--- config.mk ---
export PLATFORM = sky130hd
export DESIGN_NAME = atm_ctrl
export DESIGN_NICKNAME = d
export VERILOG_FILES = /design/src/rtl/atm_pkg.sv /design/src/rtl/atm_ctrl.sv
export SDC_FILE = /design/constraint.sdc
export NUM_CORES = 1
export LEC_CHECK = 0
export BUFFER_PORTS_ARGS = -buffer_cell sky130_fd_sc_hd__buf_4
export CAP_MARGIN = 30
export CORE_MARGIN = 2
export CORE_UTILIZATION = 49
export DETAILED_ROUTE_END_ITERATION = 8
export PLACE_DENSITY = 0.82
export SYNTH_ARGS = -nofsm -noshare
export SYNTH_HDL_FRONTEND = slang
export SYNTH_SLANG_ARGS = --single-unit
--- constraint.sdc ---
create_clock -name clk -period 3.2 [get_ports clk]
set_input_delay 0.96 -clock clk [delete_from_list [all_inputs] [get_ports clk]]
set_output_delay 0.96 -clock clk [all_outputs]
set_load 0.03 [all_outputs]
--- src/rtl/atm_pkg.sv ---
// atm_pkg: shared constants and types of the tone map unit
// curve coefficients, pipeline depth, stage enable type
// no dependencies
`default_nettype none
package atm_pkg;
  localparam int unsigned OUT_W      = 16;
  localparam int unsigned PRE_STAGES = 3;
  localparam int unsigned NUM_STAGES = PRE_STAGES + OUT_W;

  localparam int unsigned C_N2 = 251;
  localparam int unsigned C_N1 = 3;
  localparam int unsigned C_D2 = 243;
  localparam int unsigned C_D1 = 59;
  localparam int unsigned C_D0 = 14;

  typedef logic [NUM_STAGES-1:0] stage_en_t;
endpackage
`default_nettype wire

--- src/rtl/atm_ctrl.sv ---
// atm_ctrl: valid tracking and per-stage advance for the lane pipelines
// bubbles collapse, so input is taken while a finished word waits
// depends on atm_pkg
`default_nettype none
module atm_ctrl (
  input  wire                     clk,
  input  wire                     rst_n,
  input  wire                     in_valid,
  input  wire                     out_ready,
  output logic                    in_ready,
  output logic                    out_valid,
  output atm_pkg::stage_en_t      en
);
  localparam int NS = atm_pkg::NUM_STAGES;

  logic [NS-1:0] vld_r, vld_nxt;

  assign en[NS-1] = !vld_r[NS-1] || out_ready;
  for (genvar i = 0; i < NS - 1; i++) begin : g_en
    assign en[i] = !vld_r[i] || en[i+1];
  end

  assign vld_nxt[0] = en[0] ? in_valid : vld_r[0];
  for (genvar i = 1; i < NS; i++) begin : g_vld
    assign vld_nxt[i] = en[i] ? vld_r[i-1] : vld_r[i];
  end

  always_ff @(posedge clk) begin
    if (!rst_n) begin
      vld_r <= '0;
    end else begin
      vld_r <= vld_nxt;
    end
  end

  assign in_ready  = en[0];
  assign out_valid = vld_r[NS-1];

`ifndef ASSERT_OFF
  a_rst_clear: assert property (@(posedge clk) !rst_n |=> vld_r == '0)
    else $error("pipeline valid not cleared by reset");
  a_in_enter: assert property (@(posedge clk) disable iff (!rst_n)
    in_valid && in_ready |=> vld_r[0])
    else $error("accepted word missing from first stage");
  a_out_hold: assert property (@(posedge clk) disable iff (!rst_n)
    out_valid && !out_ready |=> out_valid)
    else $error("stalled output word dropped");
`endif
endmodule
`default_nettype wire

Yosys cells after proc, flatten, opt, wreduce, memory -nomap -nowiden
Index checks and enable logic that the tools add are counted.

operators by class
  reductions and logical operators = 38

operators with widths
  operator          count
  zero test 1 bit   19
  logical OR 1 bit  19

storage, ports and cells
  flip-flop bits (word level) = 19
  input port bits = 4
  output and inout bits = 21

Depth between registers and ports, before layout
Gate-level depths: netlist (run 1).

  word-level depth = 20
  depth in mapped cells = 6
  depth with buffers taken out = 4

Worst setup path before layout (run 1)
Ideal clock, no wire load.

  path kind = input to output
  start point = input port out_ready
  end point = output port en[0]
  arrival time = 2.363 ns
  data required time = 2.240 ns
  slack = -0.123 ns
  stages = 6
  buffers on the path = 2
  path through = and3b_1 > buf_4 > inv_2 > nor4_2 > nand3_1 > buf_4

between the ends
  cells in the longest elaborated chain, start to end = 19

ends and longest elaborated chain
  element                         line            source
  from (decl)                     atm_ctrl.sv:9   input wire out_ready,
  logical OR 1 bit                atm_ctrl.sv:18  assign en[NS-1] = !vld_r[NS-1] || out_ready;
  logical OR 1 bit                atm_ctrl.sv:20  assign en[i] = !vld_r[i] || en[i+1];
  named net en[17]                atm_ctrl.sv:12  output atm_pkg::stage_en_t en
  logical OR 1 bit (17 in a row)  atm_ctrl.sv:20
  to (decl)                       atm_ctrl.sv:12

The timed path passes the listed nets, and every way through them passes these cells.

Final worst setup path (run 1)
  start point = input port out_ready
  end point = output port en[4]

between the ends
  cells in the longest elaborated chain, start to end = 15

ends and longest elaborated chain
  element                         line
  logical OR 1 bit                atm_ctrl.sv:18
  logical OR 1 bit (14 in a row)  atm_ctrl.sv:20

Every way passes these cells.

==> impl_metrics.py, run 1 <==
metrics = {
    "status": {
        "status": "complete, no violations",
    },
    "synth": {
        "avgSynthCellArea_um2": 8.51,
        "synth_area_um2": 885,
        "synthesis.nets": 108,
        "synth_top_area_share_pct": 43.0,
        "synth-main-ff-cell": "dfxtp_1",
        "synth_seq_cells": 19,
        "synth.top_cells.by_count": "19 x dfxtp_1, 18 x nand2_1, 9 x nand3_1",
        "synth_top_cell_by_area": "dfxtp_1",
        "yosysMostFrequentCell": "dfxtp_1",
        "netlist-cell-type-count": 29,
        "yosys_warnings": 0,
        "synthArstFlopShare_pct": 0,
        "synth_seq_area_share_pct": 43.0,
        "synth_edf_count": 0,
        "syn_inst": 104,
        "ys_top_cells_by_area": "dfxtp_1 43%, nand2_1 7.6%, nand3_1 5.1%",
    },
    "global_routing": {
        "grt_pass1_vias": 706,
        "antenna_found_initial": 0,
        "track_usage_pct": 19.3,
        "overflow": 0,
        "grt_pass1_wl_mm": 2.95,
        "grt_max_degree": 18,
    },
    "critical_path": {
        "worst_ep_arrival_time_ps": 2090,
        "rrSetupSlack_ps": 1790,
        "crit_type": "input pin to output port",
        "reg2regPathDepth": 3,
        "reg2reg_from": "vld_r[16]$_SDFFE_PN0P_",
        "worstPathMaxFanout": 6,
        "rr_endpoint": "vld_r[0]$_SDFFE_PN0P_",
        "critPathLaunchType": "input pin",
        "cp-end-kind": "output port",
        "required_ps": 2240,
    },
    "clock_tree": {
        "cts.path.max_buffers": 2,
        "cts_hold_buf": 0,
        "clkSlewWorstSetupHoldPaths_ps": 110,
        "ctsResizeCount": 0,
        "cts.sink_count": 19,
        "clkLatencyLatePin_ps": 300,
        "cts_setup_buffers": 0,
        "cts_made_buffers": 3,
        "cts_tree": "done",
        "cts_root_buffer": "clkbuf_4",
        "cts-htree-levels": 1,
    },
    "power_and_ir_drop": {
        "vdd_drop_max_mv": 0.272,
        "p_total_uw": 376,
        "p_per_area_nw_per_um2": 336,
        "p_leak_nw": 0.429,
    },
    "die": {
        "num_rows": 15,
        "dieArea_um2": 2160,
        "core_area_um2": 1710,
        "die_w_um": 46.5,
        "initial_utilization_pct": 51.8,
        "io-pin-count": 25,
        "die_y_um": 46.5,
    },
    "place": {
        "gp_congestion": 0.773,
        "dp_slack_ps": 155,
        "port_buffers": 24,
        "hpwl_mm": 1.45,
    },
    "cells_and_area": {
        "top_register": "vld_r",
        "nets": 133,
        "area_delta_synth_final_pct": 26.2,
        "antenna_cells": 0,
        "drive_gt1_share_pct": 28.9,
        "fillCellCount": 158,
        "largestRegisters": "vld_r: 19 flops",
        "largest_reg_flops": 19,
    },
    "timing": {
        "setup_viol": 0,
        "min_period_over_period_pct": 95.2,
        "setup_tns_ps": 0,
        "hold_viol": 0,
        "worst_pin_slew_ps": 368,
        "fmax_ghz": 0.328,
        "drv_slew": 0,
        "fin_ws_ps": 154,
        "rsz0062_at_grt": "no",
        "clock_skew_ps": 7.82,
        "max_slew_margin_pct": 75.3,
        "period_minus_slack_ps": 3050,
    },
    "detailed_routing": {
        "drt-initial-drc-count": 26,
        "antenna_left": 0,
        "drc": 0,
        "viasPerCell": 5.40,
        "wl_mm": 1.94,
        "wire_per_inst_um": 12.7,
        "via_count": 826,
        "drt-pass1-iter-count": 4,
    },
    "worst_hold_path": {
        "hold_path_end": "vld_r[18]$_SDFFE_PN0P_",
        "hp-start": "vld_r[17]$_SDFFE_PN0P_",
        "hp-class": "flip-flop to flip-flop",
        "holdPathStages": 2,
    },
    "flow_run": {
        "maxCapViolations": 0,
    },
}
[worst max-delay path: stages]
cell	delay, ps
buf_4	110
and3b_1	240
inv_2	80
nor4_4	390
nand3_1	120
buf_4	180
[through the flow]
stage | hold slack [ps] | util (%) | instances | area (µm²)
6_report | 470 | 65.3 | 153 | 1120
5_1_grt | 488 | 65.3 | 153 | 1120
4_1_cts | 472 | 65.3 | 153 | 1120
3_5_place_dp | 458 | 63.8 | 149 | 1090
3_3_place_gp | 444 | 63.8 | 149 | 1090
2_1_floorplan | 426 | - | 104 | 898
[power by group]
part	internal, mW	switching [mW]
Combinational	0.00475	0.00694
Sequential	0.238	0.00163
Clock	0.0486	0.0752
Total	0.292	0.0838
[kinds of logic after synthesis]
group | share of synthesized area (%)
AOI/OAI and AO/OA | 15.4
buffers and inverters | 6.50
DFF | 43.0
and+or+nand+nor | 35.1
[layer usage]
layer	vias up	part of all wire (%)	global-route usage [%]
li1	415	-	-
met1	381	45	24.2
met2	26	48	30.8
met3	4	4.9	2.75
met4	0	2.2	12.0
met5	-	0	0
[worst max-delay path by stage]
stage          slack (ps)    end  cells after the start      start
3_5_place_dp          160  en[4]                      6  out_ready
2_1_floorplan          50  en[0]                      6  out_ready
4_1_cts               150  en[4]                      6  out_ready
6_report              150  en[4]                      6  out_ready
5_1_grt                80  en[4]                      6  out_ready
3_3_place_gp          180  en[4]                      6  out_ready
[cell usage in the layout, fill, tap and decap left out, types with 2 or more instances in the layout]
cell and count:
buf_4 25, o31ai_1 2, dfxtp_1 19, clkbuf_4 3
nor4_4 2, nand3_2 2, o21ai_0 4, and3_1 4
o21a_1 4, and4_1 3, a21oi_1 3, o41ai_2 2
inv_1 6, nand4_1 3, nor2_1 8, nand2_1 18
a41oi_1 2, nand3_1 8
[final cells by class]
type                            count  area [µm²]  area share (%)
Timing Repair Buffer               25         188            16.8
Sequential cell                    19         380            34.1
Tap cell                           25        31.3            2.80
Inverter                            8        30.0            2.69
Multi-Input combinational cell     72         460            41.3
Clock buffer                        4        26.3            2.35
Power figures use the tool's default switching activity.
==> run 2, diff against run 1 <==
--- a/config.mk
+++ b/config.mk
@@ -7,6 +7,7 @@
 export LEC_CHECK = 0
 export BUFFER_PORTS_ARGS = -buffer_cell sky130_fd_sc_hd__buf_4
 export CAP_MARGIN = 30
+export CORE_ASPECT_RATIO = 1.25
 export CORE_MARGIN = 2
 export CORE_UTILIZATION = 49
 export DETAILED_ROUTE_END_ITERATION = 8
==> impl_metrics.py, run 2 (synthesis gave the netlist of run 1 again) <==
metrics = {
    "die": {
        "io-pin-count": 25,
        "die_w_um": 42.0,
        "core_area_um2": 1720,
        "initial_utilization_pct": 51.3,
        "dieArea_um2": 2160,
        "num_rows": 17,
        "die_y_um": 51.5,
    },
    "timing": {
        "period_minus_slack_ps": 3040,
        "worst_pin_slew_ps": 356,
        "setup_viol": 0,
        "clock_skew_ps": 9.22,
        "min_period_over_period_pct": 94.9,
        "fmax_ghz": 0.329,
        "rsz0062_at_grt": "no",
        "max_slew_margin_pct": 76.1,
        "setup_tns_ps": 0,
        "drv_slew": 0,
        "hold_viol": 0,
    },
    "critical_path": {
        "crit_type": "input pin to output port",
        "cp-end-kind": "output port",
        "reg2regPathDepth": 3,
        "critPathLaunchType": "input pin",
        "required_ps": 2240,
        "slowest_stage": "nor4_4",
        "worstPathMaxFanout": 4,
        "crit_chain": "buf_4, and3b_1, inv_2, nor4_4, nand4_1, buf_4",
        "crit_top_cell": "buf_4",
        "slowest_delay_ps": 370,
        "worst_ep_arrival_time_ps": 2080,
    },
    "cells_and_area": {
        "final_cell_mix": "25 x buf_4, 19 x dfxtp_1, 18 x nand2_1",
        "top_register": "vld_r",
        "drive_gt1_share_pct": 29.7,
        "area_delta_synth_final_pct": 25.5,
        "nets": 133,
        "fillCellCount": 155,
        "antenna_cells": 0,
        "largestRegisters": "vld_r: 19 flops",
        "largest_reg_flops": 19,
        "mostFrequentLayoutCell": "buf_4",
    },
    "detailed_routing": {
        "wl_mm": 1.92,
        "viasPerCell": 5.52,
        "wire_per_inst_um": 13.1,
        "via_count": 811,
        "drc": 0,
        "antenna_left": 0,
        "drt-initial-drc-count": 21,
        "drt-pass1-iter-count": 4,
    },
    "global_routing": {
        "grt_pass1_wl_mm": 3.25,
        "grt_pass1_vias": 733,
        "overflow": 0,
        "antenna_found_initial": 0,
        "grt_max_degree": 18,
        "track_usage_pct": 19.9,
    },
    "clock_tree": {
        "ctsResizeCount": 0,
        "clkSlewWorstSetupHoldPaths_ps": 100,
        "cts.path.max_buffers": 2,
        "clkLatencyLatePin_ps": 310,
        "cts_setup_buffers": 0,
        "cts_made_buffers": 3,
        "cts-htree-levels": 1,
        "cts_tree": "done",
        "cts_root_buffer": "clkbuf_4",
        "cts.sink_count": 19,
        "cts_hold_buf": 0,
    },
    "worst_hold_path": {
        "holdPathStages": 2,
        "hp-class": "flip-flop to flip-flop",
    },
    "place": {
        "port_buffers": 24,
        "gp_congestion": 0.770,
        "hpwl_mm": 1.42,
    },
    "power_and_ir_drop": {
        "pwr-share-seq_pct": 63.9,
        "combPwrFrac_pct": 3.1,
        "p_total_uw": 375,
        "vdd_drop_max_mv": 0.293,
        "p_per_area_nw_per_um2": 338,
        "switchingPower_uw": 85.4,
        "p_leak_nw": 0.432,
        "switching_share_pct": 22.7,
        "clockPowerShare_pct": 33.0,
        "p_int_uw": 290,
    },
    "status": {
        "status": "complete, no violations",
    },
    "flow_run": {
        "maxCapViolations": 0,
    },
}
run 2: cell type report:
cell class,count,area [µm²],share of cell area [%]
multi-input combinational,72,460,41.5
timing repair buffer,25,188,16.9
inverter,8,30.0,2.71
clock buffer,3,22.5,2.03
clock inverter,1,5.00,0.451
sequential,19,380,34.3
tap,19,23.8,2.14
run 2: power by group through the flow:
stage / clock [mW] / sequential (mW) / combinational, mW
after floorplan: 0 / 0.245 / 0.00746
after global placement: 0 / 0.245 / 0.0114
after detailed placement: 0 / 0.245 / 0.0117
after CTS: 0.127 / 0.240 / 0.0117
after global routing: 0.133 / 0.240 / 0.0127
final: 0.124 / 0.240 / 0.0115
run 2: final timing paths:
path | start | end | slack, ps
hold / removal | vld_r[17]$_SDFFE_PN0P_ | vld_r[18]$_SDFFE_PN0P_ | 470
hold reg to reg | vld_r[17]$_SDFFE_PN0P_ | vld_r[18]$_SDFFE_PN0P_ | 470
setup / recovery | out_ready | en[1] | 160
setup reg to reg | vld_r[16]$_SDFFE_PN0P_ | vld_r[0]$_SDFFE_PN0P_ | 1810
run 2: metal layers:
| metal | global-route usage (%) | share of wire, % | routed length, µm | vias to the layer above |
|---|---|---|---|---|
| met1 | 24.9 | 44 | 837 | 358 |
| li1 | - | - | - | 420 |
| met5 | 0 | 0 | 0 | - |
| met2 | 33.1 | 49 | 933 | 28 |
| met4 | 11.3 | 2.3 | 44 | 0 |
| met3 | 2.43 | 5.5 | 106 | 5 |
run 2: metrics by stage:
step	setup WS (ps)	instance area, µm²	instances	hold WS (ps)	util (%)
6_report	164	1110	147	467	64.4
5_1_grt	62.8	1110	147	495	64.4
4_1_cts	161	1110	147	471	64.4
3_5_place_dp	162	1080	143	444	62.8
3_3_place_gp	184	1080	143	437	62.8
2_1_floorplan	45.5	898	104	426	-
run 2: critical path: cells and delay by family:
kind / cells / cell delay [ps]
simple gates: 3 / 730
buf+inv: 3 / 380
==> run 3, diff against run 2 <==
--- a/config.mk
+++ b/config.mk
@@ -11,6 +11,7 @@
 export CORE_MARGIN = 2
 export CORE_UTILIZATION = 49
 export DETAILED_ROUTE_END_ITERATION = 8
+export MAX_ROUTING_LAYER = met4
 export PLACE_DENSITY = 0.82
 export SYNTH_ARGS = -nofsm -noshare
 export SYNTH_HDL_FRONTEND = slang
==> impl_metrics.py, run 3 (synthesis gave the netlist of run 1 again) <==
metrics = {
    "clock_tree": {
        "cts_tree": "done",
        "cts_root_buffer": "clkbuf_4",
        "cts.path.max_buffers": 2,
        "cts-htree-levels": 1,
        "ctsResizeCount": 0,
        "cts_made_buffers": 3,
        "cts.sink_count": 19,
        "clkLatencyLatePin_ps": 310,
        "clkSlewWorstSetupHoldPaths_ps": 100,
        "cts_hold_buf": 0,
    },
    "critical_path": {
        "crit_type": "input pin to output port",
        "cp-end-kind": "output port",
        "worstPathMaxFanout": 4,
        "worst_ep_arrival_time_ps": 2080,
        "required_ps": 2240,
        "rrSetupSlack_ps": 1810,
        "critPathLaunchType": "input pin",
    },
    "power_and_ir_drop": {
        "p_total_uw": 377,
        "p_per_area_nw_per_um2": 339,
        "vdd_drop_max_mv": 0.292,
        "p_leak_nw": 0.432,
    },
    "timing": {
        "drv_slew": 0,
        "clock_skew_ps": 6.08,
        "max_slew_margin_pct": 76.0,
        "setup_viol": 0,
        "period_minus_slack_ps": 3040,
        "fmax_ghz": 0.329,
        "worst_pin_slew_ps": 357,
        "rsz0062_at_grt": "no",
        "min_period_over_period_pct": 94.9,
        "hold_viol": 0,
        "setup_tns_ps": 0,
    },
    "detailed_routing": {
        "drc": 0,
        "wire_per_inst_um": 13.1,
        "viasPerCell": 5.54,
        "drt-pass1-iter-count": 4,
        "drt-initial-drc-count": 21,
        "via_count": 815,
        "antenna_left": 0,
        "wl_mm": 1.92,
    },
    "status": {
        "status": "complete, no violations",
    },
    "worst_hold_path": {
        "hp-class": "flip-flop to flip-flop",
    },
    "die": {
        "initial_utilization_pct": 51.3,
        "io-pin-count": 25,
        "num_rows": 17,
        "die_w_um": 42.0,
        "dieArea_um2": 2160,
        "core_area_um2": 1720,
        "die_y_um": 51.5,
    },
    "cells_and_area": {
        "top_register": "vld_r",
        "final_cell_mix": "25 x buf_4, 19 x dfxtp_1, 18 x nand2_1",
        "mostFrequentLayoutCell": "buf_4",
        "antenna_cells": 0,
        "drive_gt1_share_pct": 29.7,
        "largest_reg_flops": 19,
        "fin_util_pct": 64.4,
        "nets": 133,
        "area_delta_synth_final_pct": 25.5,
        "largestRegisters": "vld_r: 19 flops",
    },
    "place": {
        "gp_congestion": 0.781,
        "port_buffers": 24,
        "hpwl_mm": 1.42,
    },
    "global_routing": {
        "overflow": 0,
        "track_usage_pct": 20.4,
        "grt_max_degree": 18,
        "grt_pass1_wl_mm": 3.23,
        "antenna_found_initial": 0,
        "grt_pass1_vias": 737,
    },
    "flow_run": {
        "maxCapViolations": 0,
    },
}
==> run 3: per-stage QoR <==
step / setup slack, ps / area, µm² / instances / hold WS [ps]
detailed placement: 162 / 1080 / 143 / 444
floorplan: 45.5 / 898 / 104 / 426
CTS: 161 / 1110 / 147 / 471
global route: 67.5 / 1110 / 147 / 495
global placement: 184 / 1080 / 143 / 437
finish: 162 / 1110 / 147 / 468
==> run 3: critical path, stage by stage <==
cell and delay [ps]:
buf_4 110, and3b_1 230, inv_2 90, nor4_4 370, nand4_1 130, buf_4 180
==> run 3: final timing paths <==
kind,startpoint,to,cells after the start
min,vld_r[17]$_SDFFE_PN0P_,vld_r[18]$_SDFFE_PN0P_,2
max reg2reg,vld_r[16]$_SDFFE_PN0P_,vld_r[0]$_SDFFE_PN0P_,3
max,out_ready,en[1],6
min reg2reg,vld_r[17]$_SDFFE_PN0P_,vld_r[18]$_SDFFE_PN0P_,2
==> run 3: routing by layer <==
metal  wire (µm)  vias to the layer above  global-route usage [%]
met3         101                        5                    2.43
li1            -                      423                       -
met4          44                        0                    11.3
met2         933                       24                    33.1
met1         841                      363                    24.7
met5           0                        -                       -
==> run 3: what timing repair did <==
item                                   in CTS  in global routing
endpoints found under the hold margin       0                  0
setup buffers                               0                  0
setup endpoints to repair                   0                  1
==> run 3: where the power goes <==
group	switching [mW]	total, mW	leakage [nW]	internal (mW)
Sequential	0.00150	0.240	0.154	0.238
Clock	0.0784	0.125	0.0177	0.0468
Combinational	0.00675	0.0115	0.261	0.00474
Total	0.0866	0.377	0.432	0.290
==> run 3: cell type report <==
| class | instances | area [µm²] |
|---|---|---|
| clock inverters | 1 | 5.00 |
| flip-flops and latches | 19 | 380 |
| clock buffers | 3 | 22.5 |
| well taps | 19 | 23.8 |
| fillers | 155 | 613 |
| repair buffers | 25 | 188 |
| multi-input cells | 72 | 460 |
| inverters | 8 | 30.0 |
